File: config.mk
export PLATFORM = sky130hd
export DESIGN_NAME = qte_fifo
export DESIGN_NICKNAME = d
export VERILOG_FILES = /design/src/rtl/qte_pkg.sv /design/src/rtl/qte_fifo.sv
export SDC_FILE = /design/constraint.sdc
export NUM_CORES = 1
export LEC_CHECK = 0
export ABC_AREA = 1
export BUFFER_PORTS_ARGS = -buffer_cell sky130_fd_sc_hd__buf_4
export CAP_MARGIN = 20
export CORE_UTILIZATION = 36
export DETAILED_ROUTE_END_ITERATION = 10
export PLACE_DENSITY = 0.53
export SKIP_CTS_REPAIR_TIMING = 1
export SLEW_MARGIN = 20
export SYNTH_ARGS = -nofsm -noshare
export SYNTH_HDL_FRONTEND = slang
export SYNTH_SLANG_ARGS = --single-unit
File: constraint.sdc
create_clock -name clk -period 13.9 [get_ports clk]
set_input_delay 2.78 -clock clk [delete_from_list [all_inputs] [get_ports clk]]
set_output_delay 2.78 -clock clk [all_outputs]
set_load 0.01 [all_outputs]
File: src/rtl/qte_pkg.sv
// ============================================================================
// qte_pkg
// Shared widths, constants, types and the arctangent table for the
// quaternion to Euler angle converter.
// ============================================================================
package qte_pkg;

	localparam int QW           = 16;              // quaternion component width
	localparam int PRODW        = 2 * QW;          // one product of two components
	localparam int PW           = 34;              // sine and cosine terms, Q6.28
	localparam int XW           = 37;              // CORDIC vector datapath
	localparam int ZW           = 28;              // CORDIC angle accumulator, Q24
	localparam int ANG_W        = 16;              // roll and yaw
	localparam int PITCH_W      = 15;              // pitch
	localparam int CORDIC_ITERATIONS = 16;
	localparam int CLAT         = CORDIC_ITERATIONS + 2;
	localparam int SQ_STEPS     = 29;              // one root bit per stage
	localparam int ROOT_W       = SQ_STEPS;
	localparam int RAD_W        = 2 * SQ_STEPS;    // radicand, padded to an even width
	localparam int REM_W        = ROOT_W + 2;
	localparam int SINP_W       = 29;              // unclamped sine of pitch
	localparam int FIFO_DEPTH   = 4;
	localparam int FIFO_AW      = $clog2(FIFO_DEPTH);
	localparam int FRAC_DROP    = 11;              // Q24 to Q13

	localparam logic signed [PW-1:0]  ONE_Q28     = 34'sd268435456;
	localparam logic signed [PW-1:0]  NEG_ONE_Q28 = -34'sd268435456;
	localparam logic [RAD_W-1:0]      ONE_Q56     = 58'd1 << 56;
	localparam logic signed [ZW-1:0]  HALF_PI_Q24 = 28'sd26353589;
	localparam logic signed [ZW-1:0]  ROUND_HALF  = 28'sd1024;
	localparam logic signed [ZW-1:0]  PI_Q13      = 28'sd25736;
	localparam logic signed [ZW-1:0]  HALF_PI_Q13 = 28'sd12868;

	// Terms handed from the front part to the back part.
	typedef struct packed {
		logic signed [PW-1:0] sinr;
		logic signed [PW-1:0] cosr;
		logic signed [PW-1:0] sinp;
		logic signed [PW-1:0] siny;
		logic signed [PW-1:0] cosy;
		logic                 clamp;
	} qte_terms_t;

	// atan(2^-i) in radians, Q24.
	function automatic logic signed [ZW-1:0] atan_q24(input int i);
		logic signed [ZW-1:0] r;
		unique case (i)
			0:  r = 28'sd13176795;
			1:  r = 28'sd7778716;
			2:  r = 28'sd4110060;
			3:  r = 28'sd2086331;
			4:  r = 28'sd1047214;
			5:  r = 28'sd524117;
			6:  r = 28'sd262123;
			7:  r = 28'sd131069;
			8:  r = 28'sd65536;
			9:  r = 28'sd32768;
			10: r = 28'sd16384;
			11: r = 28'sd8192;
			12: r = 28'sd4096;
			13: r = 28'sd2048;
			14: r = 28'sd1024;
			15: r = 28'sd512;
			16: r = 28'sd256;
			17: r = 28'sd128;
			18: r = 28'sd64;
			19: r = 28'sd32;
			20: r = 28'sd16;
			21: r = 28'sd8;
			22: r = 28'sd4;
			23: r = 28'sd2;
			default: r = '0;
		endcase
		return r;
	endfunction

endpackage

File: src/rtl/qte_fifo.sv
// ============================================================================
// qte_fifo
// Short queue of term words between the front and back parts.
// ============================================================================
module qte_fifo import qte_pkg::*; (
	input  logic       clk,
	input  logic       arst_n,
	input  logic       push,
	input  qte_terms_t wdata,
	output logic       full,
	input  logic       pop,
	output qte_terms_t rdata,
	output logic       empty
);

	qte_terms_t         mem_q [FIFO_DEPTH];
	logic [FIFO_AW-1:0] wr_q, rd_q;
	logic [FIFO_AW:0]   cnt_q;

	assign full  = (cnt_q == (FIFO_AW+1)'(FIFO_DEPTH));
	assign empty = (cnt_q == '0);
	assign rdata = mem_q[rd_q];

	always_ff @(posedge clk) begin
		if (push) begin
			mem_q[wr_q] <= wdata;
		end
	end

	always_ff @(posedge clk or negedge arst_n) begin
		if (!arst_n) begin
			wr_q  <= '0;
			rd_q  <= '0;
			cnt_q <= '0;
		end else begin
			if (push) begin
				wr_q <= wr_q + 1'b1;
			end
			if (pop) begin
				rd_q <= rd_q + 1'b1;
			end
			if (push && !pop) begin
				cnt_q <= cnt_q + 1'b1;
			end else if (pop && !push) begin
				cnt_q <= cnt_q - 1'b1;
			end
		end
	end

endmodule

==> parameters.txt, run 1 <==
Parameter                              Value

Outcome
  Result of the run ... finished clean

Setup path
  Timing endpoint of the critical path ... rdata[63]
  Most frequent cell on the critical path ... sky130_fd_sc_hd__buf_4
  Number of cells on the critical path ... 5
  Max incr delay on CP ... 810 ps
  CP max-delay cell ... sky130_fd_sc_hd__buf_4
  Critical Path Start ... rd_q[1]$_DFFE_PN0P_
  Ordered cell list for the critical path ... inv_6 -> buf_4 -> o211ai_1 -> nand2_1 -> buf_4
  Buffers and inverters on the worst path ... 3
  Critical Setup Path Class ... reg2out
  Type of origin of the critical path ... register
  Worst R2R Path Depth ... 5
  Reg2reg start ... wr_q[1]$_DFFE_PN0P_
  Worst flop-to-flop path endpoint ... mem_q[1][95]$_DFFE_PP_
  Delay-heaviest family, CP ... buffers and inverters
  Critical path fanouts, max ... 67
  Crit path required time ... 11,120 ps
  Data arrival time of the critical path ... 3280 ps
  Crit path capture type ... output port
  Minimum setup slack among reg-to-reg paths ... 11,100 ps

Clock tree
  Clk root buf ... sky130_fd_sc_hd__clkbuf_16
  Number of clock sinks ... 691
  Inserted Clock Buffers ... 77
  Clock tree from TritonCTS ... built
  Clock Latency Late Sink ... 600 ps
  CTS HTree Levels ... 3
  Maximum buffer depth of the clock tree ... 3
  Clock edge transition at the registers on the reported setup and hold paths ... 60 ps

Placement
  Number of instances in the placed design ... 3,260
  Instance area after placement ... 0.0307 mm2
  Buffers added on ports ... 347
  HPWL after detailed placement ... 35.6 mm
  Last weighted congestion value of the routability-driven placer ... 0.753

Final layout
  Layout overhead on the synthesized area ... 21.5%
  Post-route cell area ... 0.0333 mm2
  Final #Nets ... 2,552
  Share of post-route cells with drive strength above 1 ... 19.6%
  Layout filler cell count ... 6,711
  Finished Layout Cells ... 3,400

GRT
  Total global-route track usage ... 16.0%
  Vias in the first global route ... 15.8k
  Pin count of the biggest net entering global routing ... 253
  Global-route wire length before repair ... 94.2 mm
  Total congestion overflow ... 0
  Number of antenna violations at the first check in global routing ... 8

Yosys
  Count of cell types in the netlist ... 19
  Share of flip-flops with an asynchronous set or reset ... 1.01%
  Most frequent cells after synthesis ... 684 x sky130_fd_sc_hd__edfxtp_1, 526 x sky130_fd_sc_hd__nand2_1, 353 x sky130_fd_sc_hd__inv_1
  Number of flops mapped to enable cells by yosys ... 684
  Flop and latch count out of synthesis ... 691
  Mean post-synth cell area ... 13.4 um2
  Most area-hungry cell type in the Yosys netlist ... sky130_fd_sc_hd__edfxtp_1
  Net count after synthesis ... 2,223
  Most instantiated library cell after synthesis ... sky130_fd_sc_hd__edfxtp_1
  Dominant synthesized flop cell ... sky130_fd_sc_hd__edfxtp_1
  Cell area after synthesis ... 0.0274 mm2
  Gate count after technology mapping ... 2,042
  Number of warnings reported in the yosys synthesis log ... 0
  Portion of synthesized cell area occupied by the leading cell type ... 75.0%
  Sequential-to-total area share from yosys stat ... 75.6%
  Cells taking the most area after synthesis ... sky130_fd_sc_hd__edfxtp_1 75%, sky130_fd_sc_hd__o211ai_1 9.4%, sky130_fd_sc_hd__nand2_1 7.2%

STA
  Worst clock skew ... 22.9 ps
  Number of hold-slack violations in the final timing report ... 0
  Post-layout min period ... 6060 ps
  Final total negative setup slack ... 0 ps
  Slew at the pin closest to its max-slew limit ... 1120 ps
  Relative slew margins ... 25.5%
  Final critical-path share of the clock period ... 43.6%
  Final number of max-transition violations ... 0
  RSZ-0062 raised after global routing ... false
  Highest clock frequency the design can meet ... 0.165 GHz
  Final setup violation count ... 0

Power
  Power Dens Cells ... 221 mW/mm2
  Worst voltage drop across the vdd grid ... 0.215 mV
  Standby leakage power ... 13.1 nW

Routing
  WL per Instance ... 18.3 um
  DRT iter0 DRCs ... 875
  Via density ... 4.69
  Drt pass-1 iters ... 5
  Number of DRC violations after detailed routing ... 0
  Total via count after detailed routing ... 16.0k
  Routed WL ... 62.3 mm
  Number of antenna-violating nets in the routed design ... 0

Run
  Number of max-cap violations ... 0

Floorplanning
  Placeable core region ... 0.0748 mm2
  Die Wd ... 278 um
  Vert. Die Dim ... 278 um
  Total Die Area ... 0.0772 mm2
  IO Pins ... 348
  Effective utilization at floorplan ... 36.6%
  Number of standard-cell rows in the floorplan ... 100

Worst hold path
  Path class of the lowest-slack min-delay path ... reg2reg
  Hold path depth ... 1
-- metrics by stage --
stage               setup WS (ps)  power (mW)  hold WS, ps  utilization [%]
floorplan                    7000        4.39          463                -
global placement             8380        5.43          485             41.1
detailed placement           8370        5.47          509             41.1
CTS                          7710        7.51          529             44.4
global route                 7610        7.80          559             44.5
finish                       7840        7.37          536             44.5
-- cell type report --
| class | instances | area [um2] | area share, % |
|---|---|---|---|
| sequential | 691 | 20700 | 62.3 |
| inverter | 354 | 1360 | 4.08 |
| antenna | 3 | 7.51 | 0.0226 |
| clock inverter | 39 | 443 | 1.33 |
| timing repair buffer | 364 | 2780 | 8.35 |
| multi-input combinational | 883 | 4690 | 14.1 |
| tap | 969 | 1210 | 3.64 |
| clock buffer | 97 | 2060 | 6.20 |
-- worst min-delay path by stage --
| stage | startpoint | endpoint |
|---|---|---|
| 3_5_place_dp | cnt_q[2]$_DFFE_PN0P_ | cnt_q[2]$_DFFE_PN0P_ |
| 6_report | wr_q[0]$_DFFE_PN0P_ | wr_q[0]$_DFFE_PN0P_ |
| 5_1_grt | cnt_q[2]$_DFFE_PN0P_ | cnt_q[2]$_DFFE_PN0P_ |
| 3_3_place_gp | cnt_q[2]$_DFFE_PN0P_ | cnt_q[2]$_DFFE_PN0P_ |
| 4_1_cts | cnt_q[2]$_DFFE_PN0P_ | cnt_q[2]$_DFFE_PN0P_ |
| 2_1_floorplan | cnt_q[2]$_DFFE_PN0P_ | cnt_q[2]$_DFFE_PN0P_ |
-- kinds of logic (layout without fill, tap and decap cells) --
kind of cell | after synthesis | count (layout) | synth area share (%)
flip-flops | 691 | 691 | 75.6
buffers and inverters | 468 | 854 | 7.25
AND/OR/NAND/NOR | 530 | 530 | 7.29
AO/OA/AOI/OAI | 343 | 343 | 9.39
XOR/XNOR | 4 | 4 | 0.128
adder cells (fa/ha/maj) | 6 | 6 | 0.302
other | 0 | 3 | 0
-- flip-flops by register name, indices dropped and copies added (netlist names) --
| name | cells |
|---|---|
| mem_q | 684 |
| cnt_q | 3 |
| rd_q | 2 |
| wr_q | 2 |
-- cells in the final DEF (no fill, tap or decap) --
cell type	count
sky130_fd_sc_hd__clkbuf_16	79
sky130_fd_sc_hd__ha_1	5
sky130_fd_sc_hd__diode_2	3
sky130_fd_sc_hd__clkbuf_1	16
sky130_fd_sc_hd__clkbuf_8	2
sky130_fd_sc_hd__buf_12	2
sky130_fd_sc_hd__clkinv_2	7
sky130_fd_sc_hd__xor2_1	3
sky130_fd_sc_hd__bufinv_16	9
sky130_fd_sc_hd__inv_6	6
sky130_fd_sc_hd__xnor2_1	1
sky130_fd_sc_hd__clkinvlp_4	3
sky130_fd_sc_hd__dfrtp_1	5
sky130_fd_sc_hd__buf_16	1
sky130_fd_sc_hd__o211ai_1	342
sky130_fd_sc_hd__nand4_1	1
sky130_fd_sc_hd__nand2_1	526
sky130_fd_sc_hd__inv_1	349
sky130_fd_sc_hd__buf_4	361
sky130_fd_sc_hd__clkinv_8	2
sky130_fd_sc_hd__o21ai_0	1
sky130_fd_sc_hd__dfrtp_4	2
sky130_fd_sc_hd__inv_8	2
sky130_fd_sc_hd__clkinv_1	15
sky130_fd_sc_hd__fa_1	1
sky130_fd_sc_hd__nand3_1	1
sky130_fd_sc_hd__nor3_1	2
sky130_fd_sc_hd__edfxtp_1	684
-- layer usage --
| metal | GRT usage [%] | routed length (um) | vias up |
|---|---|---|---|
| met4 | 4.65 | 1190 | 10 |
| met2 | 26.7 | 30200 | 339 |
| li1 | - | - | 7800 |
| met3 | 4.58 | 4050 | 95 |
| met5 | 0 | 73 | - |
| met1 | 20.3 | 26700 | 7708 |
-- where the power goes --
part / switching, mW / total [mW] / internal [mW]
combinational: 1.56 / 2.49 / 0.924
clock: 0.795 / 2.01 / 1.22
sequential: 0.141 / 2.87 / 2.73
total: 2.50 / 7.37 / 4.87
-- worst reg2reg max path, stage by stage, from the launching register on --
cell and delay [ps]:
sky130_fd_sc_hd__dfrtp_1 400, sky130_fd_sc_hd__inv_1 100, sky130_fd_sc_hd__ha_1 140, sky130_fd_sc_hd__nand2_1 100, sky130_fd_sc_hd__inv_6 700, sky130_fd_sc_hd__buf_4 880
Note: power is estimated with default switching activity, not from simulation.
==> run 2, diff against run 1 <==
Settings changed: PLACE_DENSITY 0.53 to 0.55.
Clock period 13.9 ns to 5.08 ns, I/O delays scaled along.
==> run 2 against run 1 <==
Compared with the run above:
- count of clock-buffer cells in the layout decreased by 7
- core utilization increased by 0.14 points
- sequential cell count unchanged
- register-to-register slack got worse by 8700 ps
- die area unchanged
- cell count increased by 0.56%
- worst hold slack got worse by 310 ps
- clock power increased to 2.6 times the previous value
- routed wire length decreased by 3.9%
- largest power group unchanged
==> parameters.txt, run 2 (synthesis gave the netlist of run 1 again) <==
Parameter                              Value

Floorplanning
  Effective utilization at floorplan ... 36.6% (unchanged)
  Placeable core region ... 0.0748 mm2 (unchanged)
  Total Die Area ... 0.0772 mm2 (unchanged)
  Die Wd ... 278 um (unchanged)
  IO Pins ... 348 (unchanged)
  Vert. Die Dim ... 278 um (unchanged)
  Number of standard-cell rows in the floorplan ... 100 (unchanged)

Final layout
  Share of post-route cells with drive strength above 1 ... 20.2% (+0.64 points)
  Most used cells in the layout excluding fill and tap cells ... 684 x sky130_fd_sc_hd__edfxtp_1, 526 x sky130_fd_sc_hd__nand2_1, 373 x sky130_fd_sc_hd__buf_4, 349 x sky130_fd_sc_hd__inv_1, 342 x sky130_fd_sc_hd__o211ai_1
  Final #Nets ... 2,571 (+0.74%)
  Most flop-heavy register ... mem_q
  Most common library cell in the layout ignoring fill and taps ... sky130_fd_sc_hd__edfxtp_1
  Flip-flop count of the largest register, all copies and words added ... 684 (unchanged)
  Layout overhead on the synthesized area ... 21.9%
  Finished Layout Cells ... 3,419 (+0.56%)
  Layout filler cell count ... 6,719 (+0.12%)
  Utilization after layout ... 44.6% (+0.14 points)
  Largest registers ... mem_q (684), cnt_q (3)

STA
  Highest clock frequency the design can meet ... 0.266 GHz
  Worst clock skew ... 13.2 ps (-9.79 ps)
  Number of hold-slack violations in the final timing report ... 0 (unchanged)
  Slew at the pin closest to its max-slew limit ... 1050 ps (-72.0 ps)
  Final setup violation count ... 0 (unchanged)
  Relative slew margins ... 30.3% (+4.8 points)
  Smallest hold slack ... 224 ps (-312 ps)
  Final critical-path share of the clock period ... 74.1%
  RSZ-0062 raised after global routing ... false
  Final total negative setup slack ... 0 ps (unchanged)
  Final number of max-transition violations ... 0 (unchanged)
  Post-layout min period ... 3770 ps

GRT
  Global-route wire length before repair ... 91.6 mm (-2.8%)
  Total global-route track usage ... 15.4% (-0.59 points)
  Pin count of the biggest net entering global routing ... 158 (-38%)
  Vias in the first global route ... 16.1k (+1.8%)
  Total congestion overflow ... 0 (unchanged)
  Number of antenna violations at the first check in global routing ... 5 (-3)

Power
  Power Total ... 20.0 mW (+170%)
  Power Dens Cells ... 598 mW/mm2 (+170%)
  Standby leakage power ... 13.2 nW (+0.39%)
  Worst voltage drop across the vdd grid ... 0.595 mV (+180%)

Setup path
  Worst R2R Path Depth ... 5 (unchanged)
  Crit path capture type ... output port
  Critical path fanouts, max ... 85 (+27%)
  Crit path required time ... 4060 ps (-7060 ps)
  Worst flop-to-flop path endpoint ... mem_q[3][67]$_DFFE_PP_
  Critical Setup Path Class ... reg2out
  Reg2reg start ... wr_q[0]$_DFFE_PN0P_
  Data arrival time of the critical path ... 2750 ps (-530 ps)
  Critical Path Start ... rd_q[1]$_DFFE_PN0P_
  Minimum setup slack among reg-to-reg paths ... 2430 ps (-8670 ps)
  Type of origin of the critical path ... register

Routing
  Total via count after detailed routing ... 16.1k (+0.80%)
  Via density ... 4.70 (+0.24%)
  Number of antenna-violating nets in the routed design ... 0 (unchanged)
  Drt pass-1 iters ... 5 (unchanged)
  Number of DRC violations after detailed routing ... 0 (unchanged)
  Routed WL ... 59.9 mm (-3.9%)
  WL per Instance ... 17.5 um (-4.5%)
  DRT iter0 DRCs ... 728 (-17%)

Worst hold path
  Path class of the lowest-slack min-delay path ... in2async

Clock tree
  Inserted Clock Buffers ... 76 (-1.3%)
  Number of clock sinks ... 691 (unchanged)
  Clk root buf ... sky130_fd_sc_hd__clkbuf_16
  CTS HTree Levels ... 3 (unchanged)
  Clock edge transition at the registers on the reported setup and hold paths ... 60 ps (about the same)
  Clock Latency Late Sink ... 600 ps (about the same)
  Maximum buffer depth of the clock tree ... 3 (unchanged)
  Clock tree from TritonCTS ... built

Placement
  Last weighted congestion value of the routability-driven placer ... 0.746 (-0.90%)
  Number of instances in the placed design ... 3,281 (+0.64%)
  Buffers added on ports ... 347 (unchanged)
  HPWL after detailed placement ... 35.3 mm (-0.71%)

Run
  Number of max-cap violations ... 0 (unchanged)

Outcome
  Result of the run ... finished clean
-- run 2: cell count changes in the layout (fill, tap and decap cells not counted), moves of 2 or more --
cell	delta
sky130_fd_sc_hd__clkinv_4	+2
sky130_fd_sc_hd__clkinvlp_4	+2
sky130_fd_sc_hd__inv_6	-3
sky130_fd_sc_hd__clkbuf_16	-3
sky130_fd_sc_hd__buf_12	+9
sky130_fd_sc_hd__clkinv_16	+2
sky130_fd_sc_hd__clkinv_2	+6
sky130_fd_sc_hd__buf_4	+12
sky130_fd_sc_hd__diode_2	+2
sky130_fd_sc_hd__clkbuf_1	-2
sky130_fd_sc_hd__bufinv_16	-4
sky130_fd_sc_hd__clkbuf_8	-2
-- run 2: per-stage QoR --
step / setup WS (ps) / instance area (um2)
3_5_place_dp: 1760 / 31000
3_3_place_gp: 1800 / 31000
2_1_floorplan: 870 / 27400
6_report: 1310 / 33400
5_1_grt: 1180 / 33400
4_1_cts: 1260 / 33400
-- run 2: layout make-up --
type                       instances  area, um2  share of cell area [%]
sequential                       691      20700                    62.1
multi-input combinational        883       4690                    14.0
timing repair buffer             384       3020                    9.05
clock buffer                      90       1950                    5.86
inverter                         354       1350                    4.05
tap                              969       1210                    3.63
clock inverter                    43        419                    1.26
antenna                            5       12.5                  0.0375
-- run 2: how the worst max path moves through the flow --
| stage | endpoint | slack, ps | depth (start not counted) |
|---|---|---|---|
| 2_1_floorplan | mem_q[0][0]$_DFFE_PP_ | 870 | 3 |
| 3_3_place_gp | mem_q[1][67]$_DFFE_PP_ | 1800 | 5 |
| 3_5_place_dp | mem_q[3][80]$_DFFE_PP_ | 1760 | 5 |
| 4_1_cts | rdata[120] | 1260 | 5 |
| 5_1_grt | rdata[163] | 1180 | 5 |
| 6_report | rdata[120] | 1310 | 5 |
-- run 2: power by group --
part / internal [mW] / total (mW) / switching, mW
sequential: 7.46 / 7.83 / 0.372
combinational: 2.67 / 6.93 / 4.25
clock: 3.02 / 5.20 / 2.18
total: 13.2 / 20.0 / 6.80
-- run 2: worst max-delay path, stage by stage (launching register included) --
cell	delay, ps
sky130_fd_sc_hd__dfrtp_4	610
sky130_fd_sc_hd__inv_8	490
sky130_fd_sc_hd__buf_12	400
sky130_fd_sc_hd__o211ai_1	170
sky130_fd_sc_hd__nand2_1	150
sky130_fd_sc_hd__buf_4	130
-- run 2: routing by layer --
metal / up-vias / part of all wire (%) / global-route usage [%]
met1: 7844 / 41 / 18.4
met2: 302 / 50 / 26.8
li1: 7828 / - / -
met4: 2 / 2.6 / 5.31
met5: - / 0.020 / 0
met3: 104 / 6.0 / 4.25
==> run 3, diff against run 2 <==
Settings changed: ABC_AREA 1 to 0, PLACE_DENSITY 0.55 to 0.53.
Clock period 5.08 ns to 3.5 ns, I/O delays scaled along.
==> run 3 against run 2 <==
Compared with the run above:
- routed wire length down 13%
- core utilization up 1.2 points
- total power up 36%
- synthesized cell count down 55%
- combinational power up 18%
- sequential share of layout area up 3.8 points
- area after synthesis decreased by 8.5%
- critical path depth is 2 lower
==> parameters.txt, run 3 <==
Parameter                              Value

Outcome
  Result of the run ... finished clean

Setup path
  Critical path fanouts, max ... 62 (-27%)
  Crit path required time ... 2800 ps (-1260 ps)
  Timing endpoint of the critical path ... rdata[38]
  Minimum setup slack among reg-to-reg paths ... 1540 ps (-890 ps)
  Critical Setup Path Class ... reg2out
  Type of origin of the critical path ... register
  Worst flop-to-flop path endpoint ... mem_q[1][91]$_DFFE_PP_
  Reg2reg start ... wr_q[1]$_DFFE_PN0P_
  Data arrival time of the critical path ... 2450 ps (-300 ps)
  Critical Path Start ... rd_q[0]$_DFFE_PN0P_
  Worst R2R Path Depth ... 4 (-1)
  Crit path capture type ... output port

Yosys
  Mean post-synth cell area ... 27.0 um2 (+100%)
  Net count after synthesis ... 1,108 (-50%)
  Dominant synthesized flop cell ... sky130_fd_sc_hd__edfxtp_1
  Most frequent cells after synthesis ... 684 x sky130_fd_sc_hd__edfxtp_1, 171 x sky130_fd_sc_hd__mux4_2, 18 x sky130_fd_sc_hd__buf_2
  Flop and latch count out of synthesis ... 691 (unchanged)
  Count of cell types in the netlist ... 19 (unchanged)
  Gate count after technology mapping ... 927 (-55%)
  Number of flops mapped to enable cells by yosys ... 684 (unchanged)
  Sequential-to-total area share from yosys stat ... 82.7% (+7.0 points)
  Cells taking the most area after synthesis ... sky130_fd_sc_hd__edfxtp_1 82%, sky130_fd_sc_hd__mux4_2 15%, sky130_fd_sc_hd__dfrtp_1 0.70%
  Most instantiated library cell after synthesis ... sky130_fd_sc_hd__edfxtp_1
  Number of warnings reported in the yosys synthesis log ... 0 (unchanged)
  Most area-hungry cell type in the Yosys netlist ... sky130_fd_sc_hd__edfxtp_1
  Cell area after synthesis ... 0.0251 mm2 (-8.5%)
  Share of flip-flops with an asynchronous set or reset ... 1.01% (unchanged)
  Portion of synthesized cell area occupied by the leading cell type ... 82.0% (+7.0 points)

Clock tree
  Clock tree from TritonCTS ... built
  Clock edge transition at the registers on the reported setup and hold paths ... 60 ps (about the same)
  Clock Latency Late Sink ... 600 ps (about the same)
  Clk root buf ... sky130_fd_sc_hd__clkbuf_16
  Maximum buffer depth of the clock tree ... 3 (unchanged)
  CTS HTree Levels ... 3 (unchanged)
  Inserted Clock Buffers ... 75 (-1.3%)
  Number of clock sinks ... 691 (unchanged)

STA
  Final total negative setup slack ... 0 ps (unchanged)
  Highest clock frequency the design can meet ... 0.318 GHz
  Post-layout worst setup margin ... 351 ps (-963 ps)
  Worst clock skew ... 20.7 ps (+7.57 ps)
  Post-layout min period ... 3150 ps
  Slew at the pin closest to its max-slew limit ... 618 ps (-427 ps)
  Final critical-path share of the clock period ... 90.0%
  RSZ-0062 raised after global routing ... false
  Relative slew margins ... 58.8% (+28 points)
  Smallest hold slack ... 297 ps (+73.1 ps)
  Final number of max-transition violations ... 0 (unchanged)
  Number of hold-slack violations in the final timing report ... 0 (unchanged)
  Final setup violation count ... 0 (unchanged)

Power
  Fraction of power consumed by sequential logic ... 41.3% (+2.1 points)
  Cell Int Power ... 19.5 mW (+48%)
  Standby leakage power ... 10.7 nW (-19%)
  Total net switching power ... 7.65 mW (+13%)
  Clock network fraction of total power ... 28.6% (+2.5 points)
  Worst voltage drop across the vdd grid ... 0.545 mV (-8.5%)
  Sw Ratio ... 28.2% (-5.9 points)
  Gate power share ... 30.2% (-4.5 points)
  Power Dens Cells ... 864 mW/mm2 (+44%)

Placement
  Setup slack after placement ... 934 ps (-826 ps)
  HPWL after detailed placement ... 32.5 mm (-8.1%)
  Last weighted congestion value of the routability-driven placer ... 0.711 (-4.8%)
  Buffers added on ports ... 347 (unchanged)
  Instance area after placement ... 0.0290 mm2 (-6.5%)

Floorplanning
  Die Wd ... 266 um (-4.3%)
  IO Pins ... 348 (unchanged)
  Placeable core region ... 0.0687 mm2 (-8.2%)
  Total Die Area ... 0.0707 mm2 (-8.4%)
  Number of standard-cell rows in the floorplan ... 96 (-4.0%)
  Vert. Die Dim ... 266 um (-4.3%)
  Effective utilization at floorplan ... 36.5% (-0.13 points)

Final layout
  Storage element area ... 0.0207 mm2 (unchanged)
  Largest registers ... mem_q (684), cnt_q (3)
  Final #Nets ... 1,528 (-41%)
  Layout filler cell count ... 5,805 (-14%)
  Utilization after layout ... 45.8% (+1.2 points)
  Most common library cell in the layout ignoring fill and taps ... sky130_fd_sc_hd__edfxtp_1
  Most flop-heavy register ... mem_q
  Most used cells in the layout excluding fill and tap cells ... 684 x sky130_fd_sc_hd__edfxtp_1, 366 x sky130_fd_sc_hd__buf_4, 171 x sky130_fd_sc_hd__mux4_2, 77 x sky130_fd_sc_hd__clkbuf_16, 20 x sky130_fd_sc_hd__clkinv_1
  Area of the multi-input gates ... 0.00406 mm2 (-13%)
  Share of post-route cells with drive strength above 1 ... 47.2% (+27 points)
  Flip-flop count of the largest register, all copies and words added ... 684 (unchanged)
  Post-route cell area ... 0.0314 mm2 (-5.8%)
  Layout overhead on the synthesized area ... 25.5%

Routing
  Drt pass-1 iters ... 4 (-1)
  DRT iter0 DRCs ... 631 (-13%)
  Number of antenna-violating nets in the routed design ... 0 (unchanged)
  Routed WL ... 52.1 mm (-13%)
  Number of DRC violations after detailed routing ... 0 (unchanged)
  Total via count after detailed routing ... 11.2k (-31%)
  WL per Instance ... 22.3 um (+27%)
  Via density ... 4.77 (+1.5%)

GRT
  Met3 usage in global routing ... 5.01% (+0.76 points)
  Fraction of met2 tracks used by global routing ... 24.6% (-2.2 points)
  Total congestion overflow ... 0 (unchanged)
  Most heavily used metal layer in global routing ... met2
  Pin count of the biggest net entering global routing ... 70 (-56%)
  Global-route met1 utilization ... 18.2% (-0.14 points)
  Total global-route track usage ... 14.8% (-0.63 points)
  Number of antenna violations at the first check in global routing ... 4 (-1)
  Vias in the first global route ... 12.0k (-25%)
  Global-route wire length before repair ... 77.7 mm (-15%)

Worst hold path
  Path class of the lowest-slack min-delay path ... in2reg
  Hold path startpoint ... wdata[99]

Run
  Number of max-cap violations ... 0 (unchanged)
## run 3: critical path, stage by stage, from the launching register on
cell                      delay (ps)
sky130_fd_sc_hd__dfrtp_4         540
sky130_fd_sc_hd__buf_12          400
sky130_fd_sc_hd__mux4_2          600
sky130_fd_sc_hd__buf_4           160
## run 3: worst min path at each step
stage,endpoint,cells after the start
6_report,mem_q[3][99]$_DFFE_PP_,1
5_1_grt,mem_q[1][96]$_DFFE_PP_,1
4_1_cts,wr_q[1]$_DFFE_PN0P_,1
3_5_place_dp,cnt_q[2]$_DFFE_PN0P_,1
3_3_place_gp,cnt_q[2]$_DFFE_PN0P_,1
2_1_floorplan,cnt_q[0]$_DFFE_PN0P_,0
## run 3: routing by layer
metal	wire length (um)	share of wire, %
met2	26400	51
met4	1030	2.0
met5	41	0.079
met1	20900	40
met3	3860	7.4
## run 3: power by group through the flow
stage / Combinational [mW] / Sequential [mW] / Clock, mW
floorplan: 4.74 / 11.3 / 0
detailed placement: 8.48 / 11.4 / 0
finish: 8.19 / 11.2 / 7.76
CTS: 8.50 / 11.2 / 7.99
global route: 8.81 / 11.3 / 8.29
global placement: 8.48 / 11.3 / 0
## run 3: stage by stage
stage / cells / total power, mW
after floorplan: 927 / 16.0
after global placement: 2200 / 19.8
after detailed placement: 2200 / 19.9
after CTS: 2338 / 27.7
after global routing: 2340 / 28.4
final: 2341 / 27.2
## run 3: kinds of logic after synthesis
| group | synth area share (%) |
|---|---|
| flip-flops | 82.7 |
| multiplexers | 15.4 |
| buffers and inverters | 1.17 |
| AND/OR/NAND/NOR | 0.195 |
| XOR/XNOR | 0.210 |
| adder cells (fa/ha/maj) | 0.330 |
| AO/OA/AOI/OAI | 0.0200 |
## run 3: area by class of cell
class                           count  area share (%)
Sequential cell                   691            65.9
Multi-Input combinational cell    194            12.9
Timing Repair Buffer              381            9.66
Clock buffer                       89            6.27
Tap cell                          931            3.70
Clock inverter                     49            1.48
Inverter                            4          0.0477
Antenna cell                        2          0.0159
